File: config.mk
export PLATFORM = sky130hd
export DESIGN_NAME = hid_report_descriptor_item_parser_top
export DESIGN_NICKNAME = d
export VERILOG_FILES = /design/src/hrd_pkg.sv /design/src/hrd_front.sv /design/src/hrd_queue.sv /design/src/hrd_back.sv /design/src/hid_report_descriptor_item_parser_top.sv
export SDC_FILE = /design/constraint.sdc
export NUM_CORES = 1
export LEC_CHECK = 0
export BUFFER_PORTS_ARGS = -buffer_cell sky130_fd_sc_hd__buf_2
export CELL_PAD_IN_SITES_DETAIL_PLACEMENT = 1
export CELL_PAD_IN_SITES_GLOBAL_PLACEMENT = 2
export CORE_MARGIN = 8
export CORE_UTILIZATION = 36
export DETAILED_ROUTE_END_ITERATION = 10
export PLACE_DENSITY = 0.82
export REMOVE_ABC_BUFFERS = 1
export SYNTH_ARGS = -nofsm -noshare
export SYNTH_HDL_FRONTEND = slang
export SYNTH_SLANG_ARGS = --single-unit
File: constraint.sdc
create_clock -name clk_i -period 4.8 [get_ports clk_i]
set_input_delay 1.44 -clock clk_i [delete_from_list [all_inputs] [get_ports clk_i]]
set_output_delay 1.44 -clock clk_i [all_outputs]
set_load 0.03 [all_outputs]
File: src/hrd_pkg.sv
// ----------------------------------------------------------------------------
// hrd_pkg
// shared types, item codes and helpers for the hid report descriptor parser
// ----------------------------------------------------------------------------
`default_nettype none

package hrd_pkg;

  localparam int unsigned QUEUE_DEPTH_DEF = 2;

  localparam int unsigned OUT_TDATA_W = 112;

  localparam logic [15:0] PAGE_RESET = 16'hffff;
  localparam logic [7:0]  KEY_MASK   = 8'hfc;
  localparam logic [1:0]  SIZE_FOUR  = 2'h3;

  // prefix with size bits cleared
  localparam logic [7:0] KEY_USAGE_PAGE = 8'h04;
  localparam logic [7:0] KEY_USAGE      = 8'h08;
  localparam logic [7:0] KEY_USAGE_MIN  = 8'h18;
  localparam logic [7:0] KEY_USAGE_MAX  = 8'h28;
  localparam logic [7:0] KEY_UNIT_EXP   = 8'h54;
  localparam logic [7:0] KEY_UNIT       = 8'h64;
  localparam logic [7:0] KEY_COLLECTION = 8'ha0;

  localparam logic [3:0] KIND_RESERVED = 4'd7;
  localparam logic [3:0] KIND_VENDOR   = 4'd8;
  localparam logic [3:0] NIB_VENDOR    = 4'hf;
  localparam logic [2:0] SYS_RESERVED  = 3'd5;
  localparam logic [2:0] SYS_VENDOR    = 3'd6;

  // one assembled item on its way from the front end to the decoder
  typedef struct packed {
    logic [7:0]  prefix;
    logic [31:0] data;
    logic        trunc;
    logic        restart;   // descriptor restarted since the previous item
  } hrd_item_t;

  function automatic logic [2:0] size_of(input logic [7:0] prefix);
    logic [2:0] sz;
    sz = (prefix[1:0] == SIZE_FOUR) ? 3'd4 : {1'b0, prefix[1:0]};
    return sz;
  endfunction

endpackage

`default_nettype wire

File: src/hrd_front.sv
// ----------------------------------------------------------------------------
// hrd_front
// takes descriptor bytes, tracks prefix and data bytes, pushes finished items
// ----------------------------------------------------------------------------
`default_nettype none

module hrd_front (
  input  wire logic              clk_i,
  input  wire logic              rst_ni,
  input  wire logic              byte_valid_i,
  input  wire logic [7:0]        byte_i,
  input  wire logic              first_i,
  input  wire logic              last_i,
  output logic                   byte_ready_o,
  input  wire logic              q_full_i,
  output logic                   push_o,
  output hrd_pkg::hrd_item_t     push_item_o
);
  import hrd_pkg::*;

  logic [7:0]  prefix_q, prefix_d;
  logic [2:0]  left_q, left_d;
  logic [1:0]  idx_q, idx_d;
  logic [31:0] acc_q, acc_d;
  logic        restart_q, restart_d;

  logic        take;
  logic [2:0]  left_cur;
  logic [1:0]  idx_cur;
  logic [31:0] acc_cur;
  logic [31:0] acc_new;
  logic [2:0]  left_new;
  logic [2:0]  sz;

  assign byte_ready_o = !q_full_i;
  assign take         = byte_valid_i && !q_full_i;

  always_comb begin
    left_cur  = first_i ? 3'd0 : left_q;
    idx_cur   = first_i ? 2'd0 : idx_q;
    acc_cur   = first_i ? 32'd0 : acc_q;
    acc_new   = acc_cur | ({24'd0, byte_i} << {idx_cur, 3'b000});
    left_new  = left_cur - 3'd1;
    sz        = size_of(byte_i);

    prefix_d  = prefix_q;
    left_d    = left_q;
    idx_d     = idx_q;
    acc_d     = acc_q;
    restart_d = restart_q;
    push_o    = 1'b0;
    push_item_o = '{prefix: byte_i, data: 32'd0, trunc: 1'b0,
                    restart: restart_q || first_i};

    if (take) begin
      restart_d = restart_q || first_i;
      if (left_cur == 3'd0) begin
        // prefix byte
        if (sz == 3'd0) begin
          push_o = 1'b1;
          left_d = 3'd0;
          idx_d  = 2'd0;
          acc_d  = 32'd0;
        end else begin
          prefix_d = byte_i;
          idx_d    = 2'd0;
          acc_d    = 32'd0;
          if (last_i) begin
            left_d            = 3'd0;
            push_o            = 1'b1;
            push_item_o.trunc = 1'b1;
          end else begin
            left_d = sz;
          end
        end
      end else begin
        // data byte
        push_item_o.prefix = prefix_q;
        push_item_o.data   = acc_new;
        if (left_new == 3'd0) begin
          push_o = 1'b1;
          left_d = 3'd0;
          idx_d  = 2'd0;
          acc_d  = acc_new;
        end else if (last_i) begin
          push_o            = 1'b1;
          push_item_o.trunc = 1'b1;
          left_d            = 3'd0;
          idx_d             = 2'd0;
          acc_d             = acc_new;
        end else begin
          left_d = left_new;
          idx_d  = idx_cur + 2'd1;
          acc_d  = acc_new;
        end
      end
      if (push_o) begin
        restart_d = 1'b0;
      end
    end
  end

  always_ff @(posedge clk_i or negedge rst_ni) begin
    if (!rst_ni) begin
      prefix_q  <= 8'd0;
      left_q    <= 3'd0;
      idx_q     <= 2'd0;
      acc_q     <= 32'd0;
      restart_q <= 1'b0;
    end else begin
      prefix_q  <= prefix_d;
      left_q    <= left_d;
      idx_q     <= idx_d;
      acc_q     <= acc_d;
      restart_q <= restart_d;
    end
  end

endmodule

`default_nettype wire

File: src/hrd_queue.sv
// ----------------------------------------------------------------------------
// hrd_queue
// short fifo of assembled items between byte front end and decoder
// ----------------------------------------------------------------------------
`default_nettype none

module hrd_queue #(
  parameter int unsigned DEPTH = hrd_pkg::QUEUE_DEPTH_DEF
) (
  input  wire logic               clk_i,
  input  wire logic               rst_ni,
  input  wire logic               push_i,
  input  hrd_pkg::hrd_item_t      push_item_i,
  output logic                    full_o,
  input  wire logic               pop_i,
  output logic                    empty_o,
  output hrd_pkg::hrd_item_t      pop_item_o
);
  import hrd_pkg::*;

  localparam int unsigned PTR_W = (DEPTH > 1) ? $clog2(DEPTH) : 1;
  localparam int unsigned CNT_W = $clog2(DEPTH + 1);
  localparam logic [PTR_W-1:0] PTR_LAST = PTR_W'(DEPTH - 1);
  localparam logic [CNT_W-1:0] CNT_FULL = CNT_W'(DEPTH);

  hrd_item_t        mem_q [DEPTH];
  logic [PTR_W-1:0] wr_q, wr_d;
  logic [PTR_W-1:0] rd_q, rd_d;
  logic [CNT_W-1:0] cnt_q, cnt_d;
  logic             do_push, do_pop;

  assign full_o     = (cnt_q == CNT_FULL);
  assign empty_o    = (cnt_q == '0);
  assign do_push    = push_i && !full_o;
  assign do_pop     = pop_i && !empty_o;
  assign pop_item_o = mem_q[rd_q];

  always_comb begin
    wr_d  = wr_q;
    rd_d  = rd_q;
    cnt_d = cnt_q;
    if (do_push) begin
      wr_d = (wr_q == PTR_LAST) ? '0 : wr_q + PTR_W'(1);
    end
    if (do_pop) begin
      rd_d = (rd_q == PTR_LAST) ? '0 : rd_q + PTR_W'(1);
    end
    if (do_push && !do_pop) begin
      cnt_d = cnt_q + CNT_W'(1);
    end else if (do_pop && !do_push) begin
      cnt_d = cnt_q - CNT_W'(1);
    end
  end

  always_ff @(posedge clk_i) begin
    if (do_push) begin
      mem_q[wr_q] <= push_item_i;
    end
  end

  always_ff @(posedge clk_i or negedge rst_ni) begin
    if (!rst_ni) begin
      wr_q  <= '0;
      rd_q  <= '0;
      cnt_q <= '0;
    end else begin
      wr_q  <= wr_d;
      rd_q  <= rd_d;
      cnt_q <= cnt_d;
    end
  end

endmodule

`default_nettype wire

File: src/hrd_back.sv
// ----------------------------------------------------------------------------
// hrd_back
// decodes queued items, keeps the usage page, drives the result register
// ----------------------------------------------------------------------------
`default_nettype none

module hrd_back (
  input  wire logic                                clk_i,
  input  wire logic                                rst_ni,
  input  wire logic                                q_empty_i,
  input  hrd_pkg::hrd_item_t                       q_item_i,
  output logic                                     pop_o,
  output logic                                     res_valid_o,
  input  wire logic                                res_ready_i,
  output logic [hrd_pkg::OUT_TDATA_W-1:0]          res_data_o
);
  import hrd_pkg::*;

  logic                   valid_q, valid_d;
  logic [OUT_TDATA_W-1:0] data_q, data_d;
  logic [15:0]            page_q, page_d;

  logic [7:0]  key;
  logic [31:0] dat;
  logic [15:0] page_cur;
  logic        usage;
  logic [31:0] full_usage;
  logic [3:0]  kind;
  logic [7:0]  expo;
  logic [2:0]  sys;
  logic [3:0]  nib;

  assign pop_o = !q_empty_i && (!valid_q || res_ready_i);

  always_comb begin
    key      = q_item_i.prefix & KEY_MASK;
    dat      = q_item_i.data;
    nib      = dat[3:0];
    page_cur = q_item_i.restart ? PAGE_RESET : page_q;
    page_d   = page_cur;
    if (key == KEY_USAGE_PAGE && !q_item_i.trunc) begin
      page_d = dat[15:0];
    end
    usage = (key == KEY_USAGE) || (key == KEY_USAGE_MIN) || (key == KEY_USAGE_MAX);
    full_usage = usage ? ({page_d, 16'd0} + dat) : 32'd0;

    kind = 4'd0;
    if (key == KEY_COLLECTION) begin
      if (dat <= 32'd6) begin
        kind = dat[3:0];
      end else if (dat[7]) begin
        kind = KIND_VENDOR;
      end else begin
        kind = KIND_RESERVED;
      end
    end

    expo = (key == KEY_UNIT_EXP) ? dat[7:0] : 8'd0;

    sys = 3'd0;
    if (key == KEY_UNIT) begin
      if (nib <= 4'd4) begin
        sys = nib[2:0];
      end else if (nib == NIB_VENDOR) begin
        sys = SYS_VENDOR;
      end else begin
        sys = SYS_RESERVED;
      end
    end

    data_d = {6'd0, q_item_i.trunc, sys, expo, kind, full_usage, usage, page_d, dat,
              size_of(q_item_i.prefix), q_item_i.prefix[7:4], q_item_i.prefix[3:2]};

    valid_d = valid_q;
    if (pop_o) begin
      valid_d = 1'b1;
    end else if (res_ready_i) begin
      valid_d = 1'b0;
    end
  end

  always_ff @(posedge clk_i or negedge rst_ni) begin
    if (!rst_ni) begin
      valid_q <= 1'b0;
      page_q  <= PAGE_RESET;
    end else begin
      valid_q <= valid_d;
      if (pop_o) begin
        page_q <= page_d;
      end
    end
  end

  always_ff @(posedge clk_i) begin
    if (pop_o) begin
      data_q <= data_d;
    end
  end

  assign res_valid_o = valid_q;
  assign res_data_o  = data_q;

endmodule

`default_nettype wire

File: src/hid_report_descriptor_item_parser_top.sv
// ----------------------------------------------------------------------------
// hid_report_descriptor_item_parser_top
// usb hid report descriptor short item parser, one descriptor byte per request
// ----------------------------------------------------------------------------
//  channel   direction  bits of tdata / tuser / tlast
//  s_axis    in         tdata[7:0] desc_byte, tuser first_byte, tlast last_byte
//  m_axis    out        tdata 112 bits, one decoded item per request
//
//  one descriptor byte is taken every cycle while the item queue has room
//  a completed item is written into the item queue when its last byte request
//  is accepted, then loaded into the decoder's output register, from which it
//  shows on m_axis
//  the usage page register in the decoder is the only loop across items
//  reset clears all control state; usage page resets to 0xffff, no clearing pass
//  an m_axis stall fills the queue, then s_axis_tready drops
// ----------------------------------------------------------------------------
`default_nettype none

module hid_report_descriptor_item_parser_top #(
  parameter int unsigned QUEUE_DEPTH = hrd_pkg::QUEUE_DEPTH_DEF
) (
  input  wire logic                         clk_i,
  input  wire logic                         rst_ni,
  // byte requests
  input  wire logic                         s_axis_tvalid,
  output logic                              s_axis_tready,
  input  wire logic [7:0]                   s_axis_tdata,   // [7:0] desc_byte
  input  wire logic                         s_axis_tuser,   // [0] first_byte
  input  wire logic                         s_axis_tlast,   // last_byte
  // item results
  output logic                              m_axis_tvalid,
  input  wire logic                         m_axis_tready,
  // [1:0] item_type, [5:2] item_tag, [8:6] data_size, [40:9] item_data,
  // [56:41] usage_page, [57] is_usage, [89:58] full_usage,
  // [93:90] collection_kind, [101:94] unit_exponent, [104:102] unit_system,
  // [105] truncated, [111:106] zero
  output logic [hrd_pkg::OUT_TDATA_W-1:0]   m_axis_tdata
);
  import hrd_pkg::*;

  logic      push;
  hrd_item_t push_item;
  logic      q_full;
  logic      q_empty;
  logic      pop;
  hrd_item_t pop_item;

  // byte assembly: prefix, size countdown, little-endian data gather
  hrd_front u_front (
    .clk_i        (clk_i),
    .rst_ni       (rst_ni),
    .byte_valid_i (s_axis_tvalid),
    .byte_i       (s_axis_tdata),
    .first_i      (s_axis_tuser),
    .last_i       (s_axis_tlast),
    .byte_ready_o (s_axis_tready),
    .q_full_i     (q_full),
    .push_o       (push),
    .push_item_o  (push_item)
  );

  // decouples the byte side from result stalls
  hrd_queue #(
    .DEPTH (QUEUE_DEPTH)
  ) u_queue (
    .clk_i       (clk_i),
    .rst_ni      (rst_ni),
    .push_i      (push),
    .push_item_i (push_item),
    .full_o      (q_full),
    .pop_i       (pop),
    .empty_o     (q_empty),
    .pop_item_o  (pop_item)
  );

  // usage page tracking and field decode into the output register
  hrd_back u_back (
    .clk_i       (clk_i),
    .rst_ni      (rst_ni),
    .q_empty_i   (q_empty),
    .q_item_i    (pop_item),
    .pop_o       (pop),
    .res_valid_o (m_axis_tvalid),
    .res_ready_i (m_axis_tready),
    .res_data_o  (m_axis_tdata)
  );

endmodule

`default_nettype wire

==> results of run 1 <==
[state kept, by name, indices dropped and copies added (netlist names), 2 cells and up]
| register | cells |
|---|---|
| u_front.left_q | 3 |
| u_front.acc_q | 32 |
| u_queue.cnt_q | 2 |
| u_front.idx_q | 2 |
| u_front.prefix_q | 8 |
| u_back.page_q | 16 |
| u_back.res_data_o | 106 |
| u_queue.mem_q | 84 |
[worst max path at each step]
stage	from	to	cells after the start
6_report	u_queue.rd_q$_DFFE_PN0P_	u_back.res_data_o[86]$_SDFFCE_PN0P_	13
5_1_grt	u_queue.rd_q$_DFFE_PN0P_	u_back.res_data_o[86]$_SDFFCE_PN0P_	13
4_1_cts	u_queue.rd_q$_DFFE_PN0P_	u_back.res_data_o[86]$_SDFFCE_PN0P_	13
3_5_place_dp	u_queue.rd_q$_DFFE_PN0P_	u_back.res_data_o[86]$_SDFFCE_PN0P_	13
3_3_place_gp	s_axis_tuser	u_queue.mem_q[1][2]$_DFFE_PP_	10
2_1_floorplan	m_axis_tready	u_queue.cnt_q[1]$_DFFE_PN0P_	7
[critical path, cell delays in order (launching register included)]
cell      delay (ps)
dfrtp_2          580
or4b_4           610
o31a_4           150
nor2_4           230
o31a_1           260
ha_1             220
inv_1             60
fa_1             400
nor2b_1          240
o211ai_1         180
a221o_1          370
a211oi_1         300
o21ai_0          130
nor3b_1          160
[metal layers]
metal	GRT usage [%]	up-vias	wire [um]
li1	-	3314	-
met1	19.3	3474	12200
met2	25.9	149	13400
met3	2.70	39	1450
met4	3.82	0	593
met5	0	-	0
[power by group through the flow]
stage               sequential (mW)  combinational [mW]  clock (mW)
finish                         3.40                2.84        2.07
global route                   3.47                3.09        2.22
CTS                            3.41                2.90        2.13
detailed placement             3.45                2.88           0
global placement               3.42                2.83           0
floorplan                      4.14                1.31           0
[through the flow]
step	util [%]	setup TNS (ps)	power, mW	hold WS, ps
floorplan	-	-458340	5.44	440
global placement	39.8	0	6.25	452
detailed placement	39.8	0	6.33	460
CTS	42.8	0	8.43	474
global route	42.8	0	8.77	503
finish	42.8	0	8.31	468
[cells in the mapped netlist, drive strengths merged (3+ instances only)]
cell and n:
edfxtp 190, nand2 98, nor2 85, dfrtp 51
a21oi 43, mux2 43, inv 38, buf 26
ha 19, mux2i 19, a22o 18, clkbuf 17
nor3 17, dfstp 16, o31a 16, o21ai 14
a21o 13, nor2b 12, nor4 11, o21a 9
xor2 9, nand2b 7, a211oi 5, and2 5
nand3 5, a31oi 4, nand4 4, o211ai 4
xnor2 4, o221ai 3, or3 3, or4 3
[placed cells by master, fill, tap and decap left out, types with 4 or more instances in the layout]
cell type | netlist | layout
o21ai_0 | 14 | 14
edfxtp_1 | 190 | 190
a22o_1 | 18 | 18
o21a_1 | 9 | 9
xor2_1 | 9 | 9
a211oi_1 | 5 | 5
o211ai_1 | 4 | 4
mux2_2 | 42 | 42
buf_2 | 18 | 121
nor2b_1 | 12 | 12
nor4_1 | 11 | 11
inv_1 | 38 | 38
xnor2_1 | 4 | 4
a21o_1 | 13 | 13
a31oi_1 | 4 | 4
ha_1 | 19 | 19
clkbuf_16 | 0 | 31
o31a_1 | 15 | 15
conb_1 | 1 | 6
buf_4 | 7 | 16
and2_1 | 5 | 5
dfrtp_1 | 51 | 50
nand3_1 | 5 | 5
nor2_1 | 83 | 83
dfstp_2 | 16 | 16
nand4_1 | 4 | 4
a21oi_1 | 42 | 41
nor3_1 | 16 | 15
nand2_1 | 98 | 98
clkbuf_1 | 17 | 11
mux2i_1 | 19 | 19
nand2b_1 | 7 | 7
[area by class of cell]
class                      instances  area [um2]  area share [%]
clock buffer                      45         858            6.61
clock inverter                     7        47.5           0.366
inverter                          38         143            1.10
multi-input combinational        507        3300            25.4
sequential                       257        7400            57.0
tap                              396         495            3.81
timing repair buffer             138         746            5.74
[logic make-up after synthesis]
kind of cell,count (synthesis),share of synthesized area (%)
AO/OA/AOI/OAI,146,9.32
XOR/XNOR,13,1.03
adder cells (fa/ha/maj),20,2.34
buffers and inverters,81,3.20
flip-flops,257,67.2
multiplexers,62,6.16
other,1,0.0340
AND/OR/NAND/NOR,260,10.7
==> results.sh, run 1 <==
export IMPL_place_area_mm2=0.0121
export IMPL_status="finished clean"
export IMPL_ff2ff_path_depth=13
export IMPL_grt_pass1_vias=7584
export IMPL_num_vias=6976
export IMPL_final_nets=1004
export IMPL_cap_viol_max_count=0
export IMPL_r2r_end="u_back.res_data_o[86]$_SDFFCE_PN0P_"
export IMPL_grt_pass1_wl_um=43300
export IMPL_cp_start_kind="register"
export IMPL_ant_nets=0
export IMPL_min_from="u_front.acc_q[30]$_DFFE_PN0P_"
export IMPL_antenna_found_initial=0
export IMPL_portBuffers=121
export IMPL_fmax_ghz=0.242
export IMPL_synth_area_top_cells="edfxtp_1, dfrtp_1, mux2_2"
export IMPL_hold_path_class="reg2reg"
export IMPL_dp_cells=1336
export IMPL_firstDrtPassIters=4
export IMPL_crit_arrival_ps=4410
export IMPL_cts_buffers=28
export IMPL_place_hpwl_um=19900
export IMPL_finalCritPeriodShare_pct=86.3
export IMPL_r2r_slack_ps=660
export IMPL_grt_max_degree=123
export IMPL_clock_root_buffer="clkbuf_16"
export IMPL_synth_top_area_share_pct=51.8
export IMPL_diodes=0
export IMPL_r2r_start="u_queue.rd_q$_DFFE_PN0P_"
export IMPL_rsz0062_at_grt="no"
export IMPL_synth_avg_cell_area_um2=13.1
export IMPL_dieArea_mm2=0.0365
export IMPL_wl_per_cell_um=19.9
export IMPL_wl_um=27700
export IMPL_drc=0
export IMPL_setup_ws_ps=660
export IMPL_syn_to_final_growth_pct=17.9
export IMPL_worst_pin_slew_ps=970
export IMPL_drv_slew=0
export IMPL_drive_above_1_share_pct=25.1
export IMPL_hold_path_depth=1
export IMPL_synth_edf_count=190
export IMPL_final_cells=1388
export IMPL_gp_congestion=0.770
export IMPL_rows=64
export IMPL_clockBufferDepth=3
export IMPL_synthFlopType="edfxtp_1"
export IMPL_cts_tree="built"
export IMPL_clkPwrFrac_pct=24.9
export IMPL_power_share_sequential_pct=40.9
export IMPL_internal_power_mw=5.23
export IMPL_hold_violations=0
export IMPL_synth_warnings=0
export IMPL_cts_sinks=257
export IMPL_pre_cts_ws_ps=665
export IMPL_seq_area_frac_synth_pct=67.2
export IMPL_ctsHoldBuffers=0
export IMPL_fillers=3215
export IMPL_pwr_share_comb_pct=34.2
export IMPL_start_util_pct=36.3
export IMPL_clock_latency_ps=530
export IMPL_leakage_nw=5.16
export IMPL_synth_cell_types=65
export IMPL_drtIter0Drc=450
export IMPL_cts_max_level=1
export IMPL_yosys_register_bits=257
export IMPL_vdd_drop_max_mv=0.405
export IMPL_worstPathMaxFanout=24
export IMPL_cts_setup_buffers=0
export IMPL_p_per_area_mw_per_mm2=640
export IMPL_p_sw_mw=3.08
export IMPL_synthCells=840
export IMPL_track_usage_pct=15.0
export IMPL_viasPerCell=5.03
export IMPL_min_to="u_front.acc_q[30]$_DFFE_PN0P_"
export IMPL_final_area_mm2=0.0130
export IMPL_die_h_um=191
export IMPL_p_sw_share_pct=37.1
export IMPL_setup_viol=0
export IMPL_grt_ovfl_total=0
export IMPL_path_class="reg2reg"
export IMPL_ios=128
export IMPL_ys_async_sr_fraction_pct=26.1
export IMPL_path_clk_slew_ps=60
export IMPL_end_kind="register"
export IMPL_dieWidth_um=191
export IMPL_required_ps=5070
export IMPL_cts_resized=0
export IMPL_core_mm2=0.0303
export IMPL_yosysTopAreaCell="edfxtp_1"
export IMPL_finalCriticalPeriod_ps=4140
export IMPL_slew_headroom_pct=35.3
export IMPL_synthesis_area_mm2=0.0110
export IMPL_skew_ps=16.8
Power figures use the tool's default switching activity.
==> inputs of run 2 (changes only) <==
- CORE_UTILIZATION: 36 -> 37
- PLACE_DENSITY: 0.82 -> 0.83
- SYNTH_HIERARCHICAL: default -> 1
==> results.sh, run 2 <==
export IMPL_status="finished clean"
export IMPL_synth_mux_area_share_pct=6.60
export IMPL_final_cells=1370
export IMPL_ff2ff_path_depth=12
export IMPL_path_clk_slew_ps=60
export IMPL_path_class="reg2reg"
export IMPL_cts_resized=0
export IMPL_fmax_ghz=0.253
export IMPL_gp_congestion=0.781
export IMPL_r2r_slack_ps=850
export IMPL_synth_compound_area_share_pct=9.96
export IMPL_firstDrtPassIters=5
export IMPL_ys_async_sr_fraction_pct=26.1
export IMPL_synthesis_area_mm2=0.0114
export IMPL_synthXorXnorAreaFrac_pct=1.08
export IMPL_cts_setup_buffers=0
export IMPL_synth_most_common_cell="edfxtp_1"
export IMPL_cts_buffers=29
export IMPL_drc=0
export IMPL_r2r_start="u_queue/rd_q$_DFFE_PN0P_"
export IMPL_drv_slew=0
export IMPL_worst_pin_slew_ps=871
export IMPL_grt_pass1_vias=7491
export IMPL_crit_arrival_ps=4250
export IMPL_diodes=0
export IMPL_ios=128
export IMPL_seq_area_frac_synth_pct=65.1
export IMPL_end_kind="register"
export IMPL_portBuffers=121
export IMPL_cp_start_kind="register"
export IMPL_wl_per_cell_um=20.5
export IMPL_cap_viol_max_count=0
export IMPL_pre_cts_ws_ps=807
export IMPL_die_h_um=191
export IMPL_grt_ovfl_total=0
export IMPL_dieArea_mm2=0.0366
export IMPL_grt_max_degree=73
export IMPL_rsz0062_at_grt="no"
export IMPL_synth_area_top_cells="edfxtp_1, dfrtp_1, mux2_4"
export IMPL_p_total_mw=8.73
export IMPL_setup_ws_ps=846
export IMPL_slew_headroom_pct=41.8
export IMPL_drive_above_1_share_pct=26.8
export IMPL_cts_sinks=257
export IMPL_yosysTopAreaCell="edfxtp_1"
export IMPL_wl_um=28200
export IMPL_synth_top_family_by_area="simple AND/OR/NAND/NOR gates"
export IMPL_grt_pass1_wl_um=43700
export IMPL_largest_reg_flops=106
export IMPL_clockBufferDepth=3
export IMPL_clock_root_buffer="clkbuf_16"
export IMPL_dieWidth_um=191
export IMPL_ant_nets=0
export IMPL_synth_avg_cell_area_um2=13.6
export IMPL_min_to="u_front/acc_q[13]$_DFFE_PN0N_"
export IMPL_syn_to_final_growth_pct=16.7
export IMPL_multiInputGateArea_mm2=0.00362
export IMPL_yosys_area_share_simple_pct=11.5
export IMPL_hold_path_class="reg2reg"
export IMPL_final_cell_mix="edfxtp_1, buf_2, nor2_1, a21oi_1, dfrtp_1"
export IMPL_synth_cell_types=61
export IMPL_synthCells=833
export IMPL_vdd_drop_max_mv=0.301
export IMPL_rows=64
export IMPL_synth_edf_count=190
export IMPL_regArea_mm2=0.00740
export IMPL_skew_ps=25.3
export IMPL_required_ps=5090
export IMPL_synthFlopType="edfxtp_1"
export IMPL_track_usage_pct=15.1
export IMPL_clock_latency_ps=550
export IMPL_synth_top_area_share_pct=50.2
export IMPL_yosys_top_cells_count="edfxtp_1, nor2_1, a21oi_1"
export IMPL_layout_commonest_cell="edfxtp_1"
export IMPL_finalCriticalPeriod_ps=3950
export IMPL_cts_max_level=1
export IMPL_worstPathMaxFanout=27
export IMPL_p_per_area_mw_per_mm2=658
export IMPL_place_hpwl_um=20000
export IMPL_finalCritPeriodShare_pct=82.4
export IMPL_hold_violations=0
export IMPL_leakage_nw=5.15
export IMPL_viasPerCell=5.10
export IMPL_r2r_end="u_back/res_data_o[88]$_SDFFCE_PN0P_"
export IMPL_dp_cells=1316
export IMPL_synth_warnings=6
export IMPL_core_mm2=0.0304
export IMPL_cts_tree="built"
export IMPL_start_util_pct=37.3
export IMPL_timing_setup_tns_ps=0
export IMPL_drtIter0Drc=370
export IMPL_num_vias=6981
export IMPL_min_from="u_front/acc_q[13]$_DFFE_PN0N_"
export IMPL_hold_path_depth=1
export IMPL_ctsHoldBuffers=0
export IMPL_synth_fa_ha_area_share_pct=2.38
export IMPL_antenna_found_initial=1
export IMPL_yosys_register_bits=257
export IMPL_setup_viol=0
export IMPL_final_nets=986
export IMPL_fillers=3148
## run 2: how the worst max path moves through the flow
stage	start	end	slack, ps	cells past startpoint
floorplan	m_axis_tready	u_back/page_q[0]$_DFFE_PN1P_	-4000	4
global placement	u_queue/rd_q$_DFFE_PN0P_	u_back/res_data_o[83]$_SDFFCE_PN0P_	950	11
detailed placement	u_queue/rd_q$_DFFE_PN0P_	u_back/res_data_o[87]$_SDFFCE_PN0P_	810	12
CTS	u_queue/rd_q$_DFFE_PN0P_	u_back/res_data_o[87]$_SDFFCE_PN0P_	830	12
global route	u_queue/rd_q$_DFFE_PN0P_	u_back/res_data_o[82]$_SDFFCE_PN0P_	570	12
finish	u_queue/rd_q$_DFFE_PN0P_	u_back/res_data_o[88]$_SDFFCE_PN0P_	850	12
## run 2: area by class of cell
| cell class | instances | share of cell area [%] |
|---|---|---|
| clock inverters | 13 | 0.736 |
| inverters | 15 | 0.425 |
| clock buffers | 41 | 6.20 |
| repair buffers | 137 | 5.76 |
| well taps | 396 | 3.74 |
| flip-flops and latches | 257 | 55.8 |
| multi-input cells | 511 | 27.3 |
## run 2: power breakdown
part	switching (mW)	internal [mW]	total, mW	leakage, nW
registers	0.243	3.17	3.41	2.62
clock network	0.865	1.24	2.11	0.456
logic	2.16	1.05	3.21	2.07
## run 2: kinds of logic after synthesis
family	after synthesis
AO/OA/AOI/OAI	168
XOR/XNOR	14
adder cells (fa/ha/maj)	21
buffers and inverters	70
flip-flops	257
multiplexers	54
other	1
AND/OR/NAND/NOR	248
## run 2: metal layers
| layer | global-route usage (%) | share of wire (%) | up-vias |
|---|---|---|---|
| met4 | 3.49 | 2.0 | 2 |
| li1 | - | - | 3281 |
| met5 | 0 | 0.036 | - |
| met3 | 2.96 | 5.0 | 36 |
| met2 | 26.1 | 49 | 152 |
| met1 | 19.3 | 44 | 3510 |
## run 2: through the flow
stage               hold WS [ps]  area, um2  util, %
floorplan                    444      11100        -
global placement             458      12300     40.6
detailed placement           484      12300     40.6
CTS                          501      13300     43.6
global route                 511      13300     43.6
finish                       495      13300     43.6
## run 2: worst max-delay path: stages (launching register included)
cell	delay, ps
dfrtp_2	680
mux2_4	370
nor3b_2	470
nand2_2	200
buf_4	280
nor2_1	110
a21oi_1	70
ha_1	440
nand2_1	110
nor3_1	350
a21oi_1	160
o21ai_0	330
mux2i_1	130
